===== config.mk =====
export PLATFORM = sky130hd
export DESIGN_NAME = knnra_area_unit
export DESIGN_NICKNAME = d
export VERILOG_FILES = /design/src/rtl/knnra_pkg.sv /design/src/rtl/knnra_area_unit.sv
export SDC_FILE = /design/constraint.sdc
export NUM_CORES = 1
export LEC_CHECK = 0
export ABC_AREA = 1
export BUFFER_PORTS_ARGS = -buffer_cell sky130_fd_sc_hd__buf_2
export CAP_MARGIN = 20
export CORE_ASPECT_RATIO = 1.25
export CORE_MARGIN = 4
export CORE_UTILIZATION = 65
export DETAILED_ROUTE_END_ITERATION = 8
export GPL_TIMING_DRIVEN = 0
export PLACE_DENSITY = 0.83
export SYNTH_ARGS = -nofsm -noshare
export SYNTH_HDL_FRONTEND = slang
export SYNTH_SLANG_ARGS = --single-unit

===== constraint.sdc =====
create_clock -name clock -period 13.4 [get_ports clock]
set_input_delay 1.34 -clock clock [delete_from_list [all_inputs] [get_ports clock]]
set_output_delay 1.34 -clock clock [all_outputs]
set_load 0.02 [all_outputs]

===== src/rtl/knnra_pkg.sv =====
// shared types, widths and codes for the region association block
// no dependencies; every other file of the block but knnra_ram imports this package
package knnra_pkg;

   localparam int MAX_REGIONS = 64;
   localparam int MAX_RANK    = 15;
   localparam int IDX_W       = $clog2(MAX_REGIONS);
   localparam int CNT_W       = IDX_W + 1;
   localparam int TAB_AW      = 2 * IDX_W;
   localparam int TAB_DEPTH   = MAX_REGIONS * MAX_REGIONS;

   localparam int POS_W   = 16;
   localparam int AREA_W  = 20;
   localparam int ID_W    = 16;
   localparam int SQ_W    = 2 * POS_W;
   localparam int DIST_W  = SQ_W + 1;
   localparam int RANK_W  = 4;
   localparam int NCNT_W  = 4;
   localparam int RRANK_W = RANK_W + 1;
   localparam int MAXD_W  = 12;
   localparam int LIM_W   = 2 * MAXD_W;
   localparam int FRAC_W  = 8;
   localparam int RATIO_W = 17;
   localparam int ONE_W   = 16;
   localparam int PROD_W  = RATIO_W + AREA_W;
   localparam int TOTAL_W = 7;

   localparam logic [NCNT_W-1:0]  NCOUNT_RESET = NCNT_W'(3);
   localparam logic [MAXD_W-1:0]  MAXD_RESET   = MAXD_W'(20);
   localparam logic [RATIO_W-1:0] RATIO_RESET  = RATIO_W'(8192);

   typedef enum logic [1:0] {
      ACT_LOAD_PREV = 2'd0,
      ACT_LOAD_CURR = 2'd1,
      ACT_RUN       = 2'd2
   } action_type;

   typedef enum logic [1:0] {
      CSR_NEIGHBOUR_COUNT = 2'd0,
      CSR_MAX_DISTANCE    = 2'd1,
      CSR_MIN_AREA_RATIO  = 2'd2
   } csr_index_type;

   typedef struct packed {
      logic [1:0]        action;
      logic [POS_W-1:0]  x_pos;
      logic [POS_W-1:0]  y_pos;
      logic [AREA_W-1:0] area;
      logic [ID_W-1:0]   region_id;
   } req_type;

   typedef struct packed {
      logic [5:0]         region_index;
      logic [ID_W-1:0]    next_id;
      logic               matched;
      logic [TOTAL_W-1:0] assoc_count;
      logic               overflow;
      logic               last;
   } rsp_type;

   typedef struct packed {
      logic [POS_W-1:0]  x_pos;
      logic [POS_W-1:0]  y_pos;
      logic [AREA_W-1:0] area;
   } prev_entry_type;

   typedef struct packed {
      logic [POS_W-1:0]  x_pos;
      logic [POS_W-1:0]  y_pos;
      logic [AREA_W-1:0] area;
      logic [ID_W-1:0]   region_id;
   } curr_entry_type;

   typedef struct packed {
      logic [RANK_W-1:0] rank;
      logic [RANK_W-1:0] closer;
      logic [DIST_W-1:0] distance;
   } tab_entry_type;

   typedef struct packed {
      logic            hit;
      logic [ID_W-1:0] next_id;
   } res_entry_type;

   typedef enum logic [4:0] {
      ST_IDLE,
      ST_D_ADDR, ST_D_MUL, ST_D_SUM, ST_D_WRITE,
      ST_C_ADDR, ST_C_HOLD, ST_C_L_ADDR, ST_C_L_CMP, ST_C_WRITE,
      ST_R_ADDR, ST_R_CHECK,
      ST_A_ROW, ST_S_ADDR, ST_S_CHECK,
      ST_L_ADDR, ST_L_READ, ST_L_MUL, ST_L_DECIDE,
      ST_E_ADDR, ST_E_OUT,
      ST_FINISH
   } state_type;

endpackage


===== src/rtl/knnra_area_unit.sv =====
// area ratio test by cross multiplication, two register stages
// depends on knnra_pkg
module knnra_area_unit
   import knnra_pkg::*;
(
   input  logic               clock,
   input  logic [AREA_W-1:0]  area_a,
   input  logic [AREA_W-1:0]  area_b,
   input  logic [RATIO_W-1:0] ratio,
   output logic               area_ok
);

   logic [AREA_W-1:0] small_in, small_ff, large_in, large_ff;
   logic [PROD_W-1:0] prod_in, prod_ff;
   logic              ok_in, ok_ff;

   always_comb begin
      small_in = (area_a < area_b) ? area_a : area_b;
      large_in = (area_a < area_b) ? area_b : area_a;
      prod_in  = PROD_W'(ratio) * PROD_W'(large_in);
      // both areas zero never passes
      ok_in    = (large_ff != '0) &&
                 (PROD_W'({small_ff, {ONE_W{1'b0}}}) >= prod_ff);
   end

   always_ff @(posedge clock) begin
      small_ff <= small_in;
      large_ff <= large_in;
      prod_ff  <= prod_in;
      ok_ff    <= ok_in;
   end

   assign area_ok = ok_ff;

endmodule


==> run summary <==
status: completed
vias in the first global route: 13700
core area: 23100 um2
Slew @ Worst Pin: 823 ps
CP required: 13660 ps
number of fill cells: 1931
H-tree Lvls: 3
crit path to: prod_ff[33]$_DFF_P_
Clock Skew: 17.0 ps
Slew Viols, Final: 0
cts repair resizes: 0
Final ANT Viol Nets: 0
ANT cells: 0
#FFs+latches synth: 78
Setup crit start kind: input port
RSZ-0062 raised after global routing: false
top cells by count, synth: 529 x inv_1, 337 x nand2_1, 269 x fa_1, 230 x nand3_1, 202 x nor2_1
IO buf count: 53
top_reg_cell synth: dfxtp_1
cts hold-fix bufs: 0
Final setup viols: 0
Final Net Count: 2539
Seq/Total Area, Yosys: 10.2%
Synth area leaders: fa_1 35%, inv_1 13%, ha_1 12%
Slew headroom: 45.2%
CP endpoint kind: flip-flop
drt pass-1 iters: 6
placer congestion estimate: 1.05
worst r2r path cells: 8
total wire length: 47300 um
row count: 62
DIE AREA: 26100 um2
fin crit share: 59.1%
Worst R2R End: area_ok$_DFF_P_
antenna violations before repair: 0
minimum clock period: 7920 ps
area grow syn2layout: 6.19%
top-count cell post-synth: inv_1
DPL Wire Length: 39100 um
Fmax: 126 MHz
io pins: 59
Num Clock Sinks: 78
Setup Crit Path Kind: input port to flip-flop
Starting Density: 66.2%
TritonCTS buffer count: 9
gr usage total: 36.8%
clock slew at reported path FFs: 60 ps
Vias per Instance: 5.82
grt ovf: 0
Synth Area per Inst: 7.66 um2
setup bufs post-CTS: 0
Syn Inst Count: 1998
Max Cap Violations: 0
crit path DAT: 8180 ps
Via Count: 13700
CTS tree: built
largest net degree at the start of global routing: 15
Reg2Reg Setup Slack: 11380 ps
later-pin clock latency in the skew report: 380 ps
setup TNS: 0 ps
height of the die: 180 um
largest fanout on the critical path: 10
Yosys top cell by area: fa_1
post-synth net total: 2475
CTS Buffer Depth: 2
DR iter-0 viols: 1482
wire per inst: 20.1 um
final hold viol count: 0
Post-synth EDFFs: 0
area share of the leading cell type in the synthesized netlist: 35.2%
Mapped Area: 15300 um2
first-pass GRT wire length: 73700 um
synth warn: 0
Die X: 145 um
Critical Path Start: area_b[19]
layout cells sized above 1: 6.53%
Async S/R FF share, synth: 0%
CTS root buf: clkbuf_16
Distinct cells, synth: 32
Hold Path Class: flip-flop to flip-flop
Residual DRC: 0
RR Startpoint: prod_ff[34]$_DFF_P_
## layer usage
layer  up-vias  GRT usage [%]  routed length (um)
met5         -              0                   0
met4         0           28.2                4550
met3       267           7.36                4710
met2       832           58.3               21700
met1      6512           44.3               16400
li1       6086              -                   -
## sequential cells by signal, indices dropped and copies added, names as in the netlist
register  flops
prod_ff      37
area_ok       1
large_ff     20
small_ff     20
## final cells by class
class	count	area (um2)	area share [%]
clock buffers	10	229	1.41
inverters	529	1990	12.2
flip-flops and latches	78	1560	9.60
well taps	288	360	2.22
repair buffers	53	265	1.63
clock inverters	6	92.6	0.569
multi-input cells	1329	11400	70.2
plain buffers	62	357	2.19
## worst max-delay path, stage by stage
cell     delay, ps
buf_2          120
inv_1          140
ha_1           270
nand2_1         90
inv_1           40
nand2_1         60
nand2_1         80
a21oi_2        210
buf_2          310
nand4_2        470
nand2_4        350
nor2_1         100
fa_1           580
fa_1           430
fa_1           570
fa_1           480
fa_1           500
inv_1           50
fa_1           550
inv_1           50
ha_1           380
nand2_1        130
nor2_1         270
nand2_1        150
nor4_1         200
nand2_1        120
nand3_1         90
nand2_1         60
## kinds of logic after synthesis
family	Yosys count	share of synthesized area, %
XOR/XNOR	20	1.14
adder cells (fa/ha/maj)	419	47.4
buffers and inverters	591	15.3
AO/OA/AOI/OAI	64	2.20
AND/OR/NAND/NOR	826	23.7
flip-flops	78	10.2
## how the worst min path moves through the flow
stage / slack (ps) / to / cells past startpoint / start
floorplan: 510 / area_ok$_DFF_P_ / 4 / large_ff[6]$_DFF_P_
detailed placement: 580 / area_ok$_DFF_P_ / 4 / large_ff[6]$_DFF_P_
global route: 650 / area_ok$_DFF_P_ / 4 / large_ff[6]$_DFF_P_
CTS: 600 / area_ok$_DFF_P_ / 4 / large_ff[6]$_DFF_P_
finish: 610 / area_ok$_DFF_P_ / 4 / large_ff[6]$_DFF_P_
global placement: 550 / area_ok$_DFF_P_ / 4 / large_ff[6]$_DFF_P_
## stage by stage
step,area (um2),util (%),hold WS (ps),std cells,setup WS (ps)
after floorplan,15300,-,507,1998,6350
after global placement,15900,68.9,553,2339,5310
after detailed placement,15900,68.9,580,2339,5240
after CTS,16300,70.3,596,2355,5590
after global routing,16300,70.3,648,2355,5090
final,16300,70.3,612,2355,5480
## placed cells by master (no fill, tap or decap), types with 2 or more instances in the layout
cell type / netlist / layout
nand2_1: 337 / 337
a21oi_1: 34 / 34
nand3_1: 230 / 230
xor2_1: 15 / 15
o21bai_1: 3 / 3
nor3_1: 6 / 6
nand4_1: 14 / 14
nand2_2: 11 / 11
o21ai_0: 14 / 14
o21ai_1: 10 / 10
nand4_4: 4 / 4
nand4_2: 4 / 4
buf_4: 12 / 12
nand3b_1: 2 / 2
a21o_1: 2 / 2
nor2_1: 202 / 202
buf_2: 21 / 74
nand2_4: 4 / 4
buf_6: 7 / 7
fa_1: 269 / 269
clkinvlp_4: 0 / 2
dfxtp_1: 78 / 78
clkbuf_1: 17 / 18
bufinv_16: 0 / 2
clkbuf_16: 0 / 9
inv_6: 0 / 2
buf_1: 5 / 5
xnor2_1: 5 / 5
inv_1: 529 / 529
nor4_1: 8 / 8
ha_1: 150 / 150
Power is not shown: default switching activity piles up to over one toggle a cycle in this logic, so the estimate is an artifact.
