File: src/rtl/knnra_pkg.sv
// shared types, widths and codes for the region association block
// no dependencies; every other file of the block but knnra_ram imports this package
package knnra_pkg;

   localparam int MAX_REGIONS = 64;
   localparam int MAX_RANK    = 15;
   localparam int IDX_W       = $clog2(MAX_REGIONS);
   localparam int CNT_W       = IDX_W + 1;
   localparam int TAB_AW      = 2 * IDX_W;
   localparam int TAB_DEPTH   = MAX_REGIONS * MAX_REGIONS;

   localparam int POS_W   = 16;
   localparam int AREA_W  = 20;
   localparam int ID_W    = 16;
   localparam int SQ_W    = 2 * POS_W;
   localparam int DIST_W  = SQ_W + 1;
   localparam int RANK_W  = 4;
   localparam int NCNT_W  = 4;
   localparam int RRANK_W = RANK_W + 1;
   localparam int MAXD_W  = 12;
   localparam int LIM_W   = 2 * MAXD_W;
   localparam int FRAC_W  = 8;
   localparam int RATIO_W = 17;
   localparam int ONE_W   = 16;
   localparam int PROD_W  = RATIO_W + AREA_W;
   localparam int TOTAL_W = 7;

   localparam logic [NCNT_W-1:0]  NCOUNT_RESET = NCNT_W'(3);
   localparam logic [MAXD_W-1:0]  MAXD_RESET   = MAXD_W'(20);
   localparam logic [RATIO_W-1:0] RATIO_RESET  = RATIO_W'(8192);

   typedef enum logic [1:0] {
      ACT_LOAD_PREV = 2'd0,
      ACT_LOAD_CURR = 2'd1,
      ACT_RUN       = 2'd2
   } action_type;

   typedef enum logic [1:0] {
      CSR_NEIGHBOUR_COUNT = 2'd0,
      CSR_MAX_DISTANCE    = 2'd1,
      CSR_MIN_AREA_RATIO  = 2'd2
   } csr_index_type;

   typedef struct packed {
      logic [1:0]        action;
      logic [POS_W-1:0]  x_pos;
      logic [POS_W-1:0]  y_pos;
      logic [AREA_W-1:0] area;
      logic [ID_W-1:0]   region_id;
   } req_type;

   typedef struct packed {
      logic [5:0]         region_index;
      logic [ID_W-1:0]    next_id;
      logic               matched;
      logic [TOTAL_W-1:0] assoc_count;
      logic               overflow;
      logic               last;
   } rsp_type;

   typedef struct packed {
      logic [POS_W-1:0]  x_pos;
      logic [POS_W-1:0]  y_pos;
      logic [AREA_W-1:0] area;
   } prev_entry_type;

   typedef struct packed {
      logic [POS_W-1:0]  x_pos;
      logic [POS_W-1:0]  y_pos;
      logic [AREA_W-1:0] area;
      logic [ID_W-1:0]   region_id;
   } curr_entry_type;

   typedef struct packed {
      logic [RANK_W-1:0] rank;
      logic [RANK_W-1:0] closer;
      logic [DIST_W-1:0] distance;
   } tab_entry_type;

   typedef struct packed {
      logic            hit;
      logic [ID_W-1:0] next_id;
   } res_entry_type;

   typedef enum logic [4:0] {
      ST_IDLE,
      ST_D_ADDR, ST_D_MUL, ST_D_SUM, ST_D_WRITE,
      ST_C_ADDR, ST_C_HOLD, ST_C_L_ADDR, ST_C_L_CMP, ST_C_WRITE,
      ST_R_ADDR, ST_R_CHECK,
      ST_A_ROW, ST_S_ADDR, ST_S_CHECK,
      ST_L_ADDR, ST_L_READ, ST_L_MUL, ST_L_DECIDE,
      ST_E_ADDR, ST_E_OUT,
      ST_FINISH
   } state_type;

endpackage

File: src/rtl/knnra_dist_unit.sv
// squared centroid distance of two regions, two register stages
// depends on knnra_pkg
module knnra_dist_unit
   import knnra_pkg::*;
(
   input  logic              clock,
   input  logic [POS_W-1:0]  ax,
   input  logic [POS_W-1:0]  ay,
   input  logic [POS_W-1:0]  bx,
   input  logic [POS_W-1:0]  by,
   output logic [DIST_W-1:0] sq_sum
);

   logic [POS_W-1:0]  dx, dy;
   logic [SQ_W-1:0]   sqx_in, sqx_ff, sqy_in, sqy_ff;
   logic [DIST_W-1:0] dist_in, dist_ff;

   always_comb begin
      dx      = (ax >= bx) ? (ax - bx) : (bx - ax);
      dy      = (ay >= by) ? (ay - by) : (by - ay);
      sqx_in  = SQ_W'(dx) * SQ_W'(dx);
      sqy_in  = SQ_W'(dy) * SQ_W'(dy);
      dist_in = DIST_W'(sqx_ff) + DIST_W'(sqy_ff);
   end

   always_ff @(posedge clock) begin
      sqx_ff  <= sqx_in;
      sqy_ff  <= sqy_in;
      dist_ff <= dist_in;
   end

   assign sq_sum = dist_ff;

endmodule

File: config.mk
export PLATFORM = sky130hd
export DESIGN_NAME = knnra_dist_unit
export DESIGN_NICKNAME = d
export VERILOG_FILES = /design/src/rtl/knnra_pkg.sv /design/src/rtl/knnra_dist_unit.sv
export SDC_FILE = /design/constraint.sdc
export NUM_CORES = 1
export LEC_CHECK = 0
export ABC_AREA = 1
export BUFFER_PORTS_ARGS = -buffer_cell sky130_fd_sc_hd__buf_2
export CAP_MARGIN = 20
export CORE_ASPECT_RATIO = 0.8
export CORE_MARGIN = 5
export CORE_UTILIZATION = 42
export DETAILED_ROUTE_END_ITERATION = 8
export GPL_ROUTABILITY_DRIVEN = 0
export GPL_TIMING_DRIVEN = 0
export PLACE_DENSITY = 0.62
export SYNTH_ARGS = -nofsm -noshare
export SYNTH_HDL_FRONTEND = slang
export SYNTH_SLANG_ARGS = --single-unit
export TNS_END_PERCENT = 1
File: constraint.sdc
create_clock -name clock -period 6.4 [get_ports clock]
set_clock_uncertainty 0.05 [all_clocks]
set_input_delay 0.32 -clock clock [delete_from_list [all_inputs] [get_ports clock]]
set_output_delay 0.32 -clock clock [all_outputs]
set_load 0.005 [all_outputs]
==> results by group, run 1 <==
Run status
  – Status: complete, but fails checks
  – Failing checks: setup timing

Placement
  – Placed inst area: roughly 0.023 sq mm
  – PortBufs: 97
  – HPWL Detailed: between 40 and 50 mm
  – Pre-CTS setup slack: -1.50 ns
  – Inst Count DP: 3660

GRT
  – Vias in the first global route: 19600
  – Gr usage total: 21.1%
  – Initial antenna violation count: 1
  – Largest net degree at the start of global routing: 17
  – GR Overflow Total: 0
  – First-pass GRT wire length: a little under 100 mm

Hold path
  – Worst hold start: sqx_ff[0]$_DFF_P_
  – WHS Endpoint: sq_sum[0]$_DFF_P_
  – Hold Crit Depth: 1
  – Hold crit path type: reg2reg

Synthesis
  – Adder-Cell Fraction of Synth Area: a little under half
  – Yosys warns: 0
  – Sequential-to-total area share from yosys stat: 8.65%
  – Syn Nets: around 3600
  – EDFF count, synth: 0
  – Mux share of post-synthesis cell area: 0%
  – Mean Syn Cell Area: roughly 7.7 sq um
  – Largest family of logic cells by synthesized area: adder cells
  – Biggest area consumer among synthesized cells: fa_1
  – Ranking of synthesized cells by area: fa_1, ha_1, inv_1, nand2_1, dfxtp_1
  – Synth Register Bits: 95
  – Post-synthesis compound-gate area fraction: under 10%
  – XOR/XNOR Fraction of Synth Area: 5.42%
  – Top FF cell, synth: dfxtp_1
  – Synth cell types: 44
  – Cell area after synthesis: about 0.022 sq mm
  – Synth top area share: roughly 30%
  – Post-synthesis simple-gate area fraction: 18.6%
  – Async SR Flop Fraction: 0%
  – Post-synthesis instance total: between 2000 and 3000

Drt
  – 1st-pass router iterations: 8
  – Antenna Violating Nets Remaining: 0
  – Drt initial violations: 1459
  – Wire per inst: around 16 um
  – Via Count: between 15000 and 20000
  – Via density: just over 5
  – DRC: 0
  – Final wirelength: around 61 mm

Floorplanning
  – Full die area: ~0.057 sq mm
  – # rows: 75
  – Core ar.: roughly 0.052 sq mm
  – Die width: roughly 270 um
  – Starting Density: around 42%
  – I/O pin count: between 90 and 100
  – Chip height: between 200 and 250 um

Timing
  – RSZ-0062 raised after global routing: yes
  – Fin crit share: 106%
  – Count of final setup violators: 35
  – Hold WS: about 0.4 ns
  – Crit path time final: ~6.8 ns
  – Max-slew violations: 0
  – Worst Max-Slew Pin Slew: 0.671 ns
  – Fin. Hold Viols: 0
  – Max Freq: about 0.15 GHz
  – Relative slew slack: around 55%
  – Post-layout worst setup margin: -0.379 ns

Cells and area
  – N_diodes: 0
  – Post-synthesis to final-layout area growth: 22.8%
  – Total Nets Final: between 3000 and 4000
  – Fillers: slightly below 5000
  – Multi-input gate area: between 0.015 and 0.02 sq mm
  – Non-Filler Cell Area, Final: 0.0270 sq mm
  – Most frequent cells in the layout: inv_1, nand2_1, fa_1
  – Share of cells above drive strength 1: between 20 and 25%
  – Non-Filler Instances: ~3800
  – Commonest non-fill, non-tap cell in the layout: inv_1
  – Reg area: 0.00190 sq mm

Worst setup path
  – Crit-path slowest cell: fa_1
  – Crit end category: register
  – Top cell by count, worst path: fa_1
  – Setup CP Type: in2reg
  – CP max stage delay: 0.54 ns
  – RR Startpoint: sqy_ff[4]$_DFF_P_
  – CP arrival: 6.96 ns
  – Worst Path Required: ~6.6 ns
  – CP max FO: 8
  – Terminus of the critical flop-to-flop path: sq_sum[19]$_DFF_P_
  – Flop-to-flop setup slack: 3.47 ns
  – Startpoint Class: input port
  – Cell depth of the worst flop-to-flop path: 9

Clock tree
  – Clock latency on the worst-skew pair: ~0.35 ns
  – CTS tree: built
  – CTS max path bufs: 2
  – # H-tree levels: 3
  – Clk sinks: between 90 and 100
  – Clock Root Buffer: clkbuf_16
  – TritonCTS Buffers: 9
  – Worst-path clk slew: about 0.06 ns

Flow run
  – Max-Cap Viols: 0
-- worst max-delay path: cells and delay by family --
kind                     cells  cell delay [ns]
buffers and inverters        9             0.74
XOR/XNOR                     1             0.16
AO/OA/AOI/OAI                1             0.08
AND/OR/NAND/NOR             13             1.85
adder cells (fa/ha/maj)      9             3.77
-- cell type report --
class	instances	area share [%]
well taps	693	3.21
inverters	702	10.3
clock buffers	9	0.835
clock inverters	6	0.348
multi-input cells	2042	69.9
repair buffers	253	7.07
plain buffers	31	1.37
flip-flops and latches	95	7.05
-- routing by layer --
| layer | global-route usage (%) | vias to the layer above | part of all wire (%) |
|---|---|---|---|
| li1 | - | 9259 | - |
| met1 | 33.0 | 9583 | 48 |
| met2 | 30.2 | 688 | 41 |
| met3 | 5.44 | 56 | 9.5 |
| met4 | 2.57 | 0 | 1.2 |
| met5 | 0 | - | 0 |
-- cell usage after synthesis, types with 5 or more instances --
cell type and instances:
inv_1 675, nand2_1 546, fa_1 328, ha_1 288, nor2_1 242, a21oi_1 168, dfxtp_1 95, xor2_1 95
nand3_1 82, o21ai_0 68, xnor2_1 41, nand2_2 30, inv_2 26, nor3_1 24, o21bai_1 18, a21o_1 15
nor2_2 15, nand4_1 14, buf_6 12, a31oi_1 11, buf_4 9, o211ai_1 7, o21ai_1 7, clkbuf_1 6
nor2_4 6, nor4_1 5
-- what timing repair did --
item                                    CTS  global route
hold buffers                              0             0
pin swaps                               128           100
gates cloned                              7             0
endpoints found under the setup margin   45            45
gates resized for setup                 299           190
buffers inserted                        103            47
-- registers in the layout, summed over array words and instances, names as in the netlist --
register,count
sqx_ff,31
sqy_ff,31
sq_sum,33
-- logic make-up (layout without fill, tap and decap cells) --
| kind of cell | after synthesis | count (layout) |
|---|---|---|
| AO/OA/AOI/OAI | 313 | 313 |
| XOR/XNOR | 136 | 136 |
| adder cells (fa/ha/maj) | 616 | 616 |
| buffers and inverters | 734 | 1001 |
| flip-flops | 95 | 95 |
| AND/OR/NAND/NOR | 976 | 977 |
-- how the worst max path moves through the flow --
stage | endpoint | depth (start not counted) | startpoint | slack (ns)
finish | sqy_ff[29]$_DFF_P_ | 33 | ay[0] | -0.38
global placement | sqy_ff[28]$_DFF_P_ | 30 | ay[0] | -1.47
global route | sqy_ff[29]$_DFF_P_ | 35 | ay[0] | -0.57
detailed placement | sqy_ff[28]$_DFF_P_ | 30 | ay[0] | -1.50
floorplan | sqx_ff[30]$_DFF_P_ | 34 | ax[0] | -0.04
CTS | sqy_ff[18]$_DFF_P_ | 37 | ay[0] | -0.25
-- metrics by stage --
stage / TNS, ns / util [%]
after detailed placement: -50.25 / 45.1
after global placement: -47.08 / 45.1
after CTS: -5.04 / 49.7
after global routing: -16.29 / 51.8
final: -8.41 / 51.8
after floorplan: -0.257 / -
Power of run 1 is left out: the tool's default activity adds up to more than one toggle a clock period on the data nets, which glitch-free logic cannot reach.
==> run 2, diff against run 1 <==
- SETUP_SLACK_MARGIN: default -> 0.1
==> run 2 against run 1 <==
  * The flow still finishes with violations (setup timing)
  * Global-route usage increased by 0.59 points
  * Fmax increased by 1.4%
  * First-iteration DRC count decreased by 2.3%
  * Non-clock buffer count unchanged
  * Core utilization increased by 0.51 points
  * Sequential share of layout area decreased by 0.068 points
  * Die area unchanged
  * Routed wire length increased by 1.6%
  * Flip-flop and latch count unchanged
  * Highest routed layer unchanged
==> results by group, run 2 (synthesis results as in run 1) <==
Timing
  – Sum Neg Setup Slack: -4.87 ns (+3.54 ns)
  – Fin crit share: 104% (-1.5 points)
  – Fin. Hold Viols: 0 (unchanged)
  – Worst Max-Slew Pin Slew: 0.731 ns (+0.0600 ns)
  – Count of final setup violators: 32 (-8.6%)
  – RSZ-0062 raised after global routing: yes
  – Crit path time final: 6.69 ns (-0.0934 ns)
  – Relative slew slack: 50.8% (-4.0 points)
  – Max Freq: 0.150 GHz (+1.4%)
  – Post-layout worst setup margin: -0.286 ns (+0.0934 ns)
  – Max-slew violations: 0 (unchanged)

Cells and area
  – Most frequent cells in the layout: inv_1, nand2_1, fa_1
  – Share of cells above drive strength 1: 23.1% (+1.5 points)
  – Post-synthesis to final-layout area growth: 24.0%
  – Fillers: 4827 (-2.0%)
  – Commonest non-fill, non-tap cell in the layout: inv_1
  – Total Nets Final: 3817 (+0.052%)
  – Multi-input gate area: 0.0191 sq mm (+1.5%)
  – Largest register FFs: 33 (unchanged)
  – Reg area: 0.00190 sq mm (unchanged)
  – N_diodes: 0 (unchanged)

Flow run
  – Max-Cap Viols: 0 (unchanged)

Drt
  – Via Count: 19500 (-0.31%)
  – Final wirelength: 62.4 mm (+1.6%)
  – 1st-pass router iterations: 5 (-3)
  – Drt initial violations: 1426 (-2.3%)
  – Wire per inst: 16.3 um (+1.6%)
  – Via density: 5.09 (-0.36%)
  – DRC: 0 (unchanged)
  – Antenna Violating Nets Remaining: 0 (unchanged)

Worst setup path
  – Setup CP Type: in2reg
  – CP max FO: 6 (-2)
  – CP arrival: 6.87 ns (-0.09 ns)
  – Family with the most delay on the worst path: adder cells
  – WP buf/inv: 10 (+1)
  – Crit end category: register
  – Worst Path Required: 6.58 ns (about the same)
  – CP max stage delay: 0.55 ns (about the same)
  – Top cell by count, worst path: nand2_2
  – Crit-path slowest cell: fa_1
  – Startpoint Class: input port

Placement
  – HPWL Detailed: 50.5 mm (+1.2%)
  – PortBufs: 97 (unchanged)

GRT
  – Routing usage on met3: 6.19% (+0.76 points)
  – Met2 usage: 31.1% (+0.89 points)
  – Largest net degree at the start of global routing: 17 (unchanged)
  – Initial antenna violation count: 1 (unchanged)
  – Met1 Use GR: 33.8% (+0.83 points)
  – First-pass GRT wire length: 101 mm (+2.2%)
  – Gr usage total: 21.7% (+0.59 points)
  – GRT busiest layer: met1
  – Vias in the first global route: 19900 (+1.3%)
  – GR Overflow Total: 0 (unchanged)

Floorplanning
  – Die width: 266 um (unchanged)
  – Full die area: 0.0570 sq mm (unchanged)
  – Chip height: 215 um (unchanged)
  – Starting Density: 42.2% (unchanged)
  – # rows: 75 (unchanged)
  – Core ar.: 0.0521 sq mm (unchanged)
  – I/O pin count: 98 (unchanged)

Clock tree
  – # H-tree levels: 3 (unchanged)
  – Clk sinks: 95 (unchanged)
  – Hold buffer count at cts: 0 (unchanged)
  – CTS max path bufs: 2 (unchanged)
  – TritonCTS Buffers: 9 (unchanged)
  – CTS tree: built
  – Clock latency on the worst-skew pair: 0.34 ns (about the same)
  – Clock Root Buffer: clkbuf_16
  – Worst-path clk slew: 0.06 ns (about the same)

Hold path
  – Hold crit path type: reg2reg

Run status
  – Status: complete, but fails checks
  – Failing checks: setup timing
run 2: cell types whose count changed in the layout (fill, tap and decap cells not counted), sizes merged:
cell,change
inv,+5
clkinv,-3
clkbuf,+2
buf,-1
bufbuf,-1
bufinv,-1
clkinvlp,+1
run 2: stage by stage:
step	util, %	setup WS [ns]	area, sq um	hold slack (ns)	instances
after detailed placement	45.5	-1.41	23700	0.409	3660
after floorplan	-	0.0230	22300	0.370	2870
after global placement	45.5	-1.35	23700	0.394	3660
final	52.3	-0.286	27200	0.412	3833
after CTS	51.5	-0.126	26800	0.424	3826
after global routing	52.3	-0.488	27200	0.439	3833
run 2: final cells by class:
type	count	share of cell area (%)
timing repair inverter	2	0.0459
sequential	95	6.98
inverter	702	10.2
clock inverter	6	0.248
tap	693	3.18
buffer	31	1.37
timing repair buffer	253	7.00
multi-input combinational	2042	70.2
clock buffer	9	0.827
run 2: per-layer routing:
metal | part of all wire [%] | routed length [um]
met4 | 0.70 | 439
met2 | 42 | 25900
met5 | 0 | 0
met1 | 48 | 29700
met3 | 10 | 6350
run 2: final timing paths:
path | start | end | slack, ns | cells after the start
max | ax[0] | sqx_ff[30]$_DFF_P_ | -0.29 | 33
min | sqx_ff[0]$_DFF_P_ | sq_sum[0]$_DFF_P_ | 0.41 | 1
max reg2reg | sqy_ff[3]$_DFF_P_ | sq_sum[15]$_DFF_P_ | 3.48 | 8
min reg2reg | sqx_ff[0]$_DFF_P_ | sq_sum[0]$_DFF_P_ | 0.41 | 1
run 2: timing repair:
action,4_1_cts,5_1_grt
resized for setup,424,99
gates cloned,8,0
endpoints found under the setup margin,45,46
buffers inserted,145,7
pin swaps,186,42
Power of run 2 is left out for the same reason.
