### src/rtl/knnra_ram.sv
// generic single write, single read memory with registered read data
// no dependencies
module knnra_ram #(
   parameter int WIDTH = 8,
   parameter int DEPTH = 16
) (
   input  logic                     clock,
   input  logic                     wr_en,
   input  logic [$clog2(DEPTH)-1:0] wr_addr,
   input  logic [WIDTH-1:0]         wr_data,
   input  logic [$clog2(DEPTH)-1:0] rd_addr,
   output logic [WIDTH-1:0]         rd_data
);

   logic [WIDTH-1:0] mem_ff [DEPTH];
   logic [WIDTH-1:0] rd_data_ff;

   always_ff @(posedge clock) begin
      if (wr_en) begin
         mem_ff[wr_addr] <= wr_data;
      end
      rd_data_ff <= mem_ff[rd_addr];
   end

   assign rd_data = rd_data_ff;

endmodule

### config.mk
export PLATFORM = sky130hd
export DESIGN_NAME = knnra_ram
export DESIGN_NICKNAME = d
export VERILOG_FILES = /design/src/rtl/knnra_ram.sv
export SDC_FILE = /design/constraint.sdc
export NUM_CORES = 1
export LEC_CHECK = 0
export BUFFER_PORTS_ARGS = -buffer_cell sky130_fd_sc_hd__buf_4
export CAP_MARGIN = 20
export CORE_UTILIZATION = 45
export DETAILED_ROUTE_END_ITERATION = 8
export PLACE_DENSITY_LB_ADDON = 0.25
export SETUP_SLACK_MARGIN = 0.15
export SLEW_MARGIN = 20
export SYNTH_ARGS = -nofsm -noshare
export SYNTH_HDL_FRONTEND = slang
export SYNTH_SLANG_ARGS = --single-unit
### constraint.sdc
create_clock -name clock -period 4.45 [get_ports clock]
set_input_delay 1.1125 -clock clock [delete_from_list [all_inputs] [get_ports clock]]
set_output_delay 1.1125 -clock clock [all_outputs]
set_load 0.02 [all_outputs]
==> results by group, run 1 <==
Worst hold path
  – Worst hold path class: reg2reg

Timing
  – Tightest Pin Transition: 1.12 ns
  – Number of endpoints with negative hold slack in the final report: 0
  – Aggregate negative setup slack: 0 ns
  – Final Max Tran Viols: 0
  – RSZ-0062 raised after global routing: false
  – Relative slew margins: 0.248
  – Setup violation total in the final timing report: 0
  – Hold Slack: 0.662 ns
  – Final worst path period need: 2.40 ns
  – Period utilisation layout: 0.540
  – Timing-limited maximum frequency: 0.416 GHz
  – Worst setup skew after layout: 0.00381 ns

Critical path
  – Number of buffer and inverter instances along the worst setup path: 1
  – Worst setup SP type: input port
  – Cell class contributing the biggest share of worst-path delay: simple AND/OR/NAND/NOR gates
  – Data required time at the worst endpoint: 4.48 ns
  – Maximum fanout encountered on the critical timing path: 8
  – Critical Path AT: 2.44 ns
  – Crit path kind: in2reg
  – Cells along the critical path: buf_4 -> or3b_2 -> nor2_1
  – Cell with the largest stage delay on the worst path: sky130_fd_sc_hd__nor2_1
  – Biggest cell delay along the critical path: 0.69 ns
  – CP endpoint kind: flip-flop

Logic synthesis
  – Gate Count Post-Synth: 229
  – Number of synthesized flops with an enable pin: 128
  – Register bit count reported by yosys: 136
  – Post-Synthesis Cell Area: 0.00515 mm^2
  – Yosys cell types: 19
  – Avg Synthesized Cell Area: 22.5 um^2
  – Asr flop ratio synth: 0
  – Main area contributors after synthesis: sky130_fd_sc_hd__edfxtp_1, sky130_fd_sc_hd__mux4_2, sky130_fd_sc_hd__mux4_1
  – Cell taking the most area after synthesis: sky130_fd_sc_hd__edfxtp_1
  – Share of the synthesized area in the top cell type: 0.747
  – Nets in the synthesized netlist: 247
  – Dominant register cell in the synthesized netlist: sky130_fd_sc_hd__edfxtp_1
  – Sequential cell area fraction in the yosys report: 0.778
  – Number of synthesis warnings: 0

Power and ir drop
  – Switching power as a share of total power: 0.189
  – Static Leakage: 2.03 nW
  – Reported net switching power: 0.577 mW
  – Internal power: 2.48 mW
  – Maximum resistive drop on vdd: 0.226 mV
  – Gate power share: 0.047
  – Sequential power share: 0.472
  – Cell Pwr Density: 503 mW/mm^2
  – Design Power: 3.05 mW
  – Relative contribution of the clock network to total power: 0.481

Finish
  – Non-filler instance count after layout: 419
  – Layout overhead on the synthesized area: 17.9%
  – Share of layout cells above drive strength 1: 0.262
  – Most common cell after layout, fill and taps aside: sky130_fd_sc_hd__edfxtp_1
  – Commonest cells after routing, fill and taps aside: sky130_fd_sc_hd__edfxtp_1, sky130_fd_sc_hd__buf_4, sky130_fd_sc_hd__mux4_2, sky130_fd_sc_hd__clkbuf_16, sky130_fd_sc_hd__a22oi_1
  – Number of nets in the layout: 284
  – Final core area utilization: 0.553
  – Fill cells: 810
  – Antenna diodes: 0

Clock network
  – Root Buffer Master: sky130_fd_sc_hd__clkbuf_16
  – CTS H-tree lvls: 4
  – Clock tree from TritonCTS: built
  – Clock sinks: 136
  – Quantity of hold-fixing buffers added after cts: 0
  – Number of buffers created by CTS: 17
  – Maximum buffer depth of the clock tree: 2
  – Number of buffers inserted to repair setup after CTS: 0
  – CTS clk-pin slew, worst paths: 0.06 ns
  – Count of instances resized after the clock tree is built: 0
  – Clk_lat worst skew: 0.41 ns

Global routing
  – Initial antenna violation count: 0
  – Largest net degree at the start of global routing: 33
  – GRT overflow: 0
  – Total global-route track usage: 0.186
  – Wire length of the first global-routing pass: 14600 um
  – Via count of the first global-routing pass: 2363

Run status
  – Status: finished, final reports clean

Floorplan
  – Boundary pin count: 26
  – Initial cell density of the core: 0.469
  – Floorplan die width: 109 um
  – Count of standard-cell rows: 38
  – Core Footprint: 0.0110 mm^2
  – Die boundary height: 109 um
  – Overall die area: 0.0119 mm^2

Routing
  – Total DRC errors in the routed layout: 0
  – Routed wirelength normalized by instance count: 23.7 um
  – Number of nets with antenna violations after routing: 0
  – Total number of vias: 2360
  – Routed via count divided by cell count: 5.63
  – Total iterations of the first detailed-routing run: 4
  – Final Routed Wirelength: 9930 um
  – Initial detailed-routing violation count: 208

Place
  – GPL Wtd Cong: 0.738
  – Port-buffer cells: 25
  – Placed Cells: 387
  – HPWL after detailed placement: 5840 um

Flow run
  – # Max-Cap Violations: 0
## metal layers
layer	wire length, um	track usage	up-vias	part of all wire
met5	0	0	-	0
met4	68	0.0637	0	0.0069
met3	509	0.0634	4	0.051
met2	4900	0.280	71	0.49
met1	4450	0.255	1233	0.45
li1	-	-	1052	-
## power by group through the flow
stage	sequential (mW)	clock (mW)	combinational, mW
global route	1.44	1.54	0.154
finish	1.44	1.47	0.143
detailed placement	1.47	0	0.145
CTS	1.44	1.48	0.145
floorplan	1.48	0	0.0727
global placement	1.47	0	0.142
## per-stage QoR
step                      instance area [um^2]  worst slack (ns)
after global placement                    5450              1.56
after detailed placement                  5450              1.67
after CTS                                 6070              2.07
after floorplan                           5150              1.84
after global routing                      6070              2.04
final                                     6070              2.05
## synthesized netlist by cell type, types with 2 or more instances
library cell                      count
sky130_fd_sc_hd__dfxtp_1              8
sky130_fd_sc_hd__nor3_1               4
sky130_fd_sc_hd__clkdlybuf4s25_2      3
sky130_fd_sc_hd__nor2_1              13
sky130_fd_sc_hd__a22oi_1             16
sky130_fd_sc_hd__nand2b_1             2
sky130_fd_sc_hd__nand2_1              9
sky130_fd_sc_hd__buf_2                3
sky130_fd_sc_hd__mux4_1              14
sky130_fd_sc_hd__mux4_2              18
sky130_fd_sc_hd__edfxtp_1           128
sky130_fd_sc_hd__nand3b_1             2
sky130_fd_sc_hd__buf_6                3
## worst reg2reg max path, cell delays in order, from the launching register on
cell and delay (ns):
sky130_fd_sc_hd__edfxtp_1 0.36, sky130_fd_sc_hd__mux4_1 0.54, sky130_fd_sc_hd__a22oi_1 0.23, sky130_fd_sc_hd__nand2_1 0.10
## worst paths after layout
kind	slack, ns	from	endpoint	cells after the start
setup reg to reg	3.11	mem_ff[5][2]	rd_data[2]	3
setup / recovery	2.05	wr_addr[2]	mem_ff[2][1]	3
hold / removal	0.66	mem_ff[14][4]	rd_data[4]	3
hold reg to reg	0.66	mem_ff[14][4]	rd_data[4]	3
## flip-flops by register name (all words and copies together) (netlist names)
signal,flops
rd_data,8
mem_ff,128
## logic make-up (layout without fill, tap and decap cells)
family          count (synthesis)  after routing  synth area share
compound gates                 16             16            0.0233
mux                            32             32             0.150
flops                         136            136             0.778
simple gates                   35             35            0.0318
buf+inv                        10             60            0.0168
## area by class of cell
cell class / instances / area [um^2] / area share
Tap cell: 140 / 175 / 0.0289
Clock inverter: 12 / 180 / 0.0297
Clock buffer: 20 / 437 / 0.0720
Sequential cell: 136 / 4000 / 0.660
Multi-Input combinational cell: 83 / 1060 / 0.175
Timing Repair Buffer: 28 / 210 / 0.0346
No activity file was read; power rests on OpenSTA's default activity.
==> run 2, diff against run 1 <==
Clock period 4.45 ns to 2.15 ns, I/O delays scaled along.
==> run 2 against run 1 <==
Compared with the run above:
- total power is 94% higher
- clock-buffer cell count grew 7
- global-route usage shrank 0.87 points
- first-iteration DRC count is 10% lower
- largest cell class unchanged
- utilization is 0.97 points higher
- hold slack worse by 0.22 ns
- via count grew 0.93%
==> results by group, run 2 (synthesized netlist as in run 1, its figures left out) <==
Floorplan
  – Count of standard-cell rows: 38
  – Floorplan die width: 109 um
  – Overall die area: 0.0119 mm^2
  – Initial cell density of the core: 0.469
  – Die boundary height: 109 um
  – Core Footprint: 0.0110 mm^2
  – Boundary pin count: 26

Finish
  – Multi-input gate area: 0.00106 mm^2
  – Max reg flops: 128
  – Number of nets in the layout: 303
  – Share of layout cells above drive strength 1: 0.309
  – Most common cell after layout, fill and taps aside: sky130_fd_sc_hd__edfxtp_1
  – Layout overhead on the synthesized area: 20.0%
  – Antenna diodes: 0
  – Commonest cells after routing, fill and taps aside: sky130_fd_sc_hd__edfxtp_1, sky130_fd_sc_hd__buf_4, sky130_fd_sc_hd__mux4_2, sky130_fd_sc_hd__clkbuf_16, sky130_fd_sc_hd__a22oi_1
  – Sequential cell area in the final layout: 0.00400 mm^2
  – Fill cells: 789
  – Top register by number of flip-flops: mem_ff

Place
  – Post-placement setup slack: 0.155 ns
  – HPWL after detailed placement: 6040 um
  – Port-buffer cells: 25
  – GPL Wtd Cong: 0.701

Critical path
  – Maximum fanout encountered on the critical timing path: 16
  – Worst setup SP type: input port
  – Data required time at the worst endpoint: 2.44 ns
  – Critical Path Sink: rd_data[0]
  – Crit Reg-Reg Startpoint: mem_ff[1][1]
  – Critical Path AT: 1.85 ns
  – Crit path kind: in2reg
  – Worst reg2reg endpoint: rd_data[1]
  – Internal reg-to-reg setup slack: 0.82 ns
  – Worst setup startpoint: rd_addr[0]
  – Number of cells on the worst reg-to-reg path: 3
  – CP endpoint kind: flip-flop

Global routing
  – Wire length of the first global-routing pass: 14100 um
  – GRT overflow: 0
  – Total global-route track usage: 0.178
  – Initial antenna violation count: 0
  – Largest net degree at the start of global routing: 18
  – Via count of the first global-routing pass: 2451

Power and ir drop
  – Static Leakage: 2.11 nW
  – Cell Pwr Density: 961 mW/mm^2
  – Design Power: 5.93 mW
  – Maximum resistive drop on vdd: 0.486 mV

Clock network
  – Number of buffers inserted to repair setup after CTS: 0
  – Clock sinks: 136
  – Maximum buffer depth of the clock tree: 2
  – Root Buffer Master: sky130_fd_sc_hd__clkbuf_16
  – CTS H-tree lvls: 4
  – Clock tree from TritonCTS: built
  – Clk_lat worst skew: 0.40 ns
  – Count of instances resized after the clock tree is built: 0
  – CTS clk-pin slew, worst paths: 0.05 ns
  – Number of buffers created by CTS: 17
  – Quantity of hold-fixing buffers added after cts: 0

Flow run
  – # Max-Cap Violations: 0

Timing
  – Relative slew margins: 0.713
  – Setup violation total in the final timing report: 0
  – Number of endpoints with negative hold slack in the final report: 0
  – Minimum setup slack in the final design: 0.591 ns
  – Period utilisation layout: 0.725
  – Worst setup skew after layout: 0.00692 ns
  – Timing-limited maximum frequency: 0.642 GHz
  – RSZ-0062 raised after global routing: false
  – Final Max Tran Viols: 0
  – Final worst path period need: 1.56 ns
  – Tightest Pin Transition: 0.430 ns
  – Aggregate negative setup slack: 0 ns

Run status
  – Status: finished, final reports clean

Routing
  – Routed wirelength normalized by instance count: 21.5 um
  – Total number of vias: 2382
  – Total iterations of the first detailed-routing run: 4
  – Final Routed Wirelength: 9430 um
  – Routed via count divided by cell count: 5.44
  – Number of nets with antenna violations after routing: 0
  – Total DRC errors in the routed layout: 0
  – Initial detailed-routing violation count: 187

Worst hold path
  – Worst hold path class: in2reg
## run 2: routing by layer
metal	track usage	routed length (um)	share of wire
met5	0	0	0
met4	0.0598	90	0.0095
met1	0.229	4020	0.43
met2	0.286	4760	0.51
met3	0.0568	556	0.059
## run 2: layout make-up
class,count,share of cell area
flip-flops and latches,136,0.648
multi-input cells,83,0.172
clock buffers,27,0.0798
repair buffers,47,0.0632
well taps,140,0.0284
clock inverters,5,0.00811
## run 2: power breakdown
part | switching [mW] | internal [mW] | leakage, nW
logic | 0.168 | 0.144 | 0.621
clock network | 0.958 | 1.68 | 0.269
registers | 0.0201 | 2.97 | 1.22
## run 2: worst min path at each step
stage,startpoint,cells past startpoint,to
after floorplan,mem_ff[7][0],3,rd_data[0]
after global placement,mem_ff[14][2],3,rd_data[2]
after detailed placement,mem_ff[14][1],3,rd_data[1]
after CTS,wr_data[0],1,mem_ff[9][0]
after global routing,wr_data[5],1,mem_ff[10][5]
final,wr_data[3],1,mem_ff[9][3]
## run 2: per-stage QoR
| step | std cells | hold slack (ns) | util | instance area [um^2] |
|---|---|---|---|---|
| detailed placement | 406 | 0.656 | 0.513 | 5630 |
| global placement | 406 | 0.646 | 0.513 | 5630 |
| finish | 438 | 0.444 | 0.562 | 6170 |
| CTS | 438 | 0.426 | 0.562 | 6170 |
| floorplan | 229 | 0.629 | - | 5150 |
| global route | 438 | 0.433 | 0.562 | 6170 |
## run 2: worst max-delay path, cell delays in order
cell,delay (ns)
sky130_fd_sc_hd__buf_4,0.17
sky130_fd_sc_hd__buf_12,0.19
sky130_fd_sc_hd__mux4_1,0.56
sky130_fd_sc_hd__a22oi_1,0.29
sky130_fd_sc_hd__nand2_1,0.08
==> run 3, diff against run 2 <==
Clock period 2.15 ns to 1.3 ns, I/O delays scaled along.
==> run 3 against run 2 <==
Compared with the run above:
- the flow now finishes with violations (negative setup slack)
- final area increased by 8.1%
- clock-buffer cell count decreased by 2
- clock power increased by 66%
==> results by group, run 3 (synthesized netlist as in run 1, its figures left out) <==
Critical path
  – Crit path kind: reg2reg
  – Number of cells on the worst reg-to-reg path: 3
  – Crit Reg-Reg Startpoint: mem_ff[3][5]
  – Cells along the critical path: mux4_2 -> a22oi_2 -> nand2_1
  – Worst setup SP type: flip-flop
  – CP endpoint kind: flip-flop
  – Cell class contributing the biggest share of worst-path delay: multiplexers
  – Cell with the largest stage delay on the worst path: sky130_fd_sc_hd__mux4_2
  – Internal reg-to-reg setup slack: -0.02 ns
  – Data required time at the worst endpoint: 1.58 ns
  – Maximum fanout encountered on the critical timing path: 1
  – Biggest cell delay along the critical path: 0.48 ns
  – Worst reg2reg endpoint: rd_data[5]
  – Critical Path AT: 1.60 ns
  – Number of buffer and inverter instances along the worst setup path: 0

Finish
  – Antenna diodes: 0
  – Final core area utilization: 0.608
  – Fill cells: 770
  – Commonest cells after routing, fill and taps aside: sky130_fd_sc_hd__edfxtp_1, sky130_fd_sc_hd__buf_4, sky130_fd_sc_hd__mux4_2, sky130_fd_sc_hd__buf_12, sky130_fd_sc_hd__clkbuf_16
  – Top register by number of flip-flops: mem_ff
  – Number of nets in the layout: 321
  – Most common cell after layout, fill and taps aside: sky130_fd_sc_hd__edfxtp_1
  – Layout overhead on the synthesized area: 29.7%
  – Max reg flops: 128
  – Share of layout cells above drive strength 1: 0.491

Clock network
  – Maximum buffer depth of the clock tree: 2
  – Clock sinks: 136
  – Root Buffer Master: sky130_fd_sc_hd__clkbuf_16
  – CTS H-tree lvls: 4
  – Quantity of hold-fixing buffers added after cts: 0
  – Clk_lat worst skew: 0.40 ns
  – Clock tree from TritonCTS: built
  – CTS clk-pin slew, worst paths: 0.05 ns
  – Number of buffers created by CTS: 17

Run status
  – Status: finished with violations
  – Violations in the final reports: negative setup slack

Routing
  – Final Routed Wirelength: 9790 um
  – Detailed-routed wire length on met3: 832 um
  – Routed wirelength normalized by instance count: 21.5 um
  – Top sig layer: met4
  – Initial detailed-routing violation count: 229
  – Number of nets with antenna violations after routing: 0
  – Total number of vias: 2477
  – Total DRC errors in the routed layout: 0
  – Metal2 WL: 5120 um
  – Routed length on met1: 3760 um
  – Routed via count divided by cell count: 5.43
  – Total iterations of the first detailed-routing run: 5

Timing
  – RSZ-0062 raised after global routing: true
  – Relative slew margins: 0.455
  – Minimum setup slack in the final design: -0.0181 ns
  – Period utilisation layout: 1.01
  – Worst setup skew after layout: 0.00847 ns
  – Timing-limited maximum frequency: 0.759 GHz
  – Setup violation total in the final timing report: 1
  – Final Max Tran Viols: 0
  – Tightest Pin Transition: 0.815 ns
  – Final worst path period need: 1.32 ns
  – Number of endpoints with negative hold slack in the final report: 0

Worst hold path
  – Hold Startpoint: wr_data[6]
  – Hold-critical path endpoint: mem_ff[12][6]
  – Worst hold path class: in2reg
  – Cells on Worst Hold Path: 1

Floorplan
  – Core Footprint: 0.0110 mm^2
  – Boundary pin count: 26
  – Initial cell density of the core: 0.469
  – Count of standard-cell rows: 38
  – Overall die area: 0.0119 mm^2
  – Die boundary height: 109 um
  – Floorplan die width: 109 um

Place
  – Port-buffer cells: 25
  – HPWL after detailed placement: 6560 um
  – GPL Wtd Cong: 0.755
  – Post-placement setup slack: -0.435 ns

Power and ir drop
  – Static Leakage: 2.22 nW
  – Cell Pwr Density: 1500 mW/mm^2
  – Maximum resistive drop on vdd: 1.08 mV

Global routing
  – GRT overflow: 0
  – Largest net degree at the start of global routing: 17
  – Initial antenna violation count: 0
  – Via count of the first global-routing pass: 2573
  – Total global-route track usage: 0.188
  – Wire length of the first global-routing pass: 14700 um

Flow run
  – # Max-Cap Violations: 0
==> run 3: changes by cell type in the layout (fill, tap and decap cells not counted), sizes merged <==
cell / change
clkbuf: -2
clkinvlp: +2
buf: +18
==> run 3: stage by stage <==
| stage | area [um^2] | setup TNS (ns) | power (mW) | instances | hold WS [ns] |
|---|---|---|---|---|---|
| after global placement | 6060 | -19.31 | 5.66 | 424 | 0.640 |
| final | 6680 | -0.0181 | 9.99 | 456 | 0.230 |
| after global routing | 6680 | -0.120 | 10.3 | 456 | 0.223 |
| after floorplan | 5250 | -4.00 | 5.34 | 229 | 0.424 |
| after CTS | 6670 | -0.0158 | 10.1 | 456 | 0.215 |
| after detailed placement | 6060 | -20.95 | 5.67 | 424 | 0.649 |
==> run 3: what timing repair did <==
action,4_1_cts,5_1_grt
setup buffers,0,0
gates cloned,0,0
endpoints found under the setup margin,16,16
pin swaps,2,2
gates resized for setup,20,2
==> run 3: where the power goes <==
part / total (mW) / internal [mW] / switching, mW / leakage (nW)
clock: 4.37 / 2.77 / 1.60 / 0.267
combinational: 0.666 / 0.335 / 0.332 / 0.731
sequential: 4.95 / 4.91 / 0.0365 / 1.22
==> run 3: worst max path at each step <==
stage / start / depth (start not counted) / slack (ns) / end
floorplan: wr_addr[2] / 2 / -0.13 / mem_ff[0][0]
global placement: rd_addr[0] / 6 / -0.47 / rd_data[4]
detailed placement: rd_addr[0] / 6 / -0.43 / rd_data[4]
CTS: mem_ff[3][5] / 3 / -0.02 / rd_data[5]
global route: mem_ff[3][5] / 3 / -0.04 / rd_data[5]
finish: mem_ff[3][5] / 3 / -0.02 / rd_data[5]
==> run 3: area by class of cell <==
type,count,area (um^2),area share
well taps,140,175,0.0262
repair buffers,65,781,0.117
flip-flops and latches,136,4010,0.601
multi-input cells,83,1150,0.173
clock buffers,25,485,0.0727
clock inverters,7,68.8,0.0103
==> run 3: routing by layer <==
layer / vias to the layer above / GRT usage
li1: 1109 / -
met1: 1256 / 0.235
met2: 106 / 0.311
met3: 6 / 0.0472
met4: 0 / 0.0811
met5: - / 0
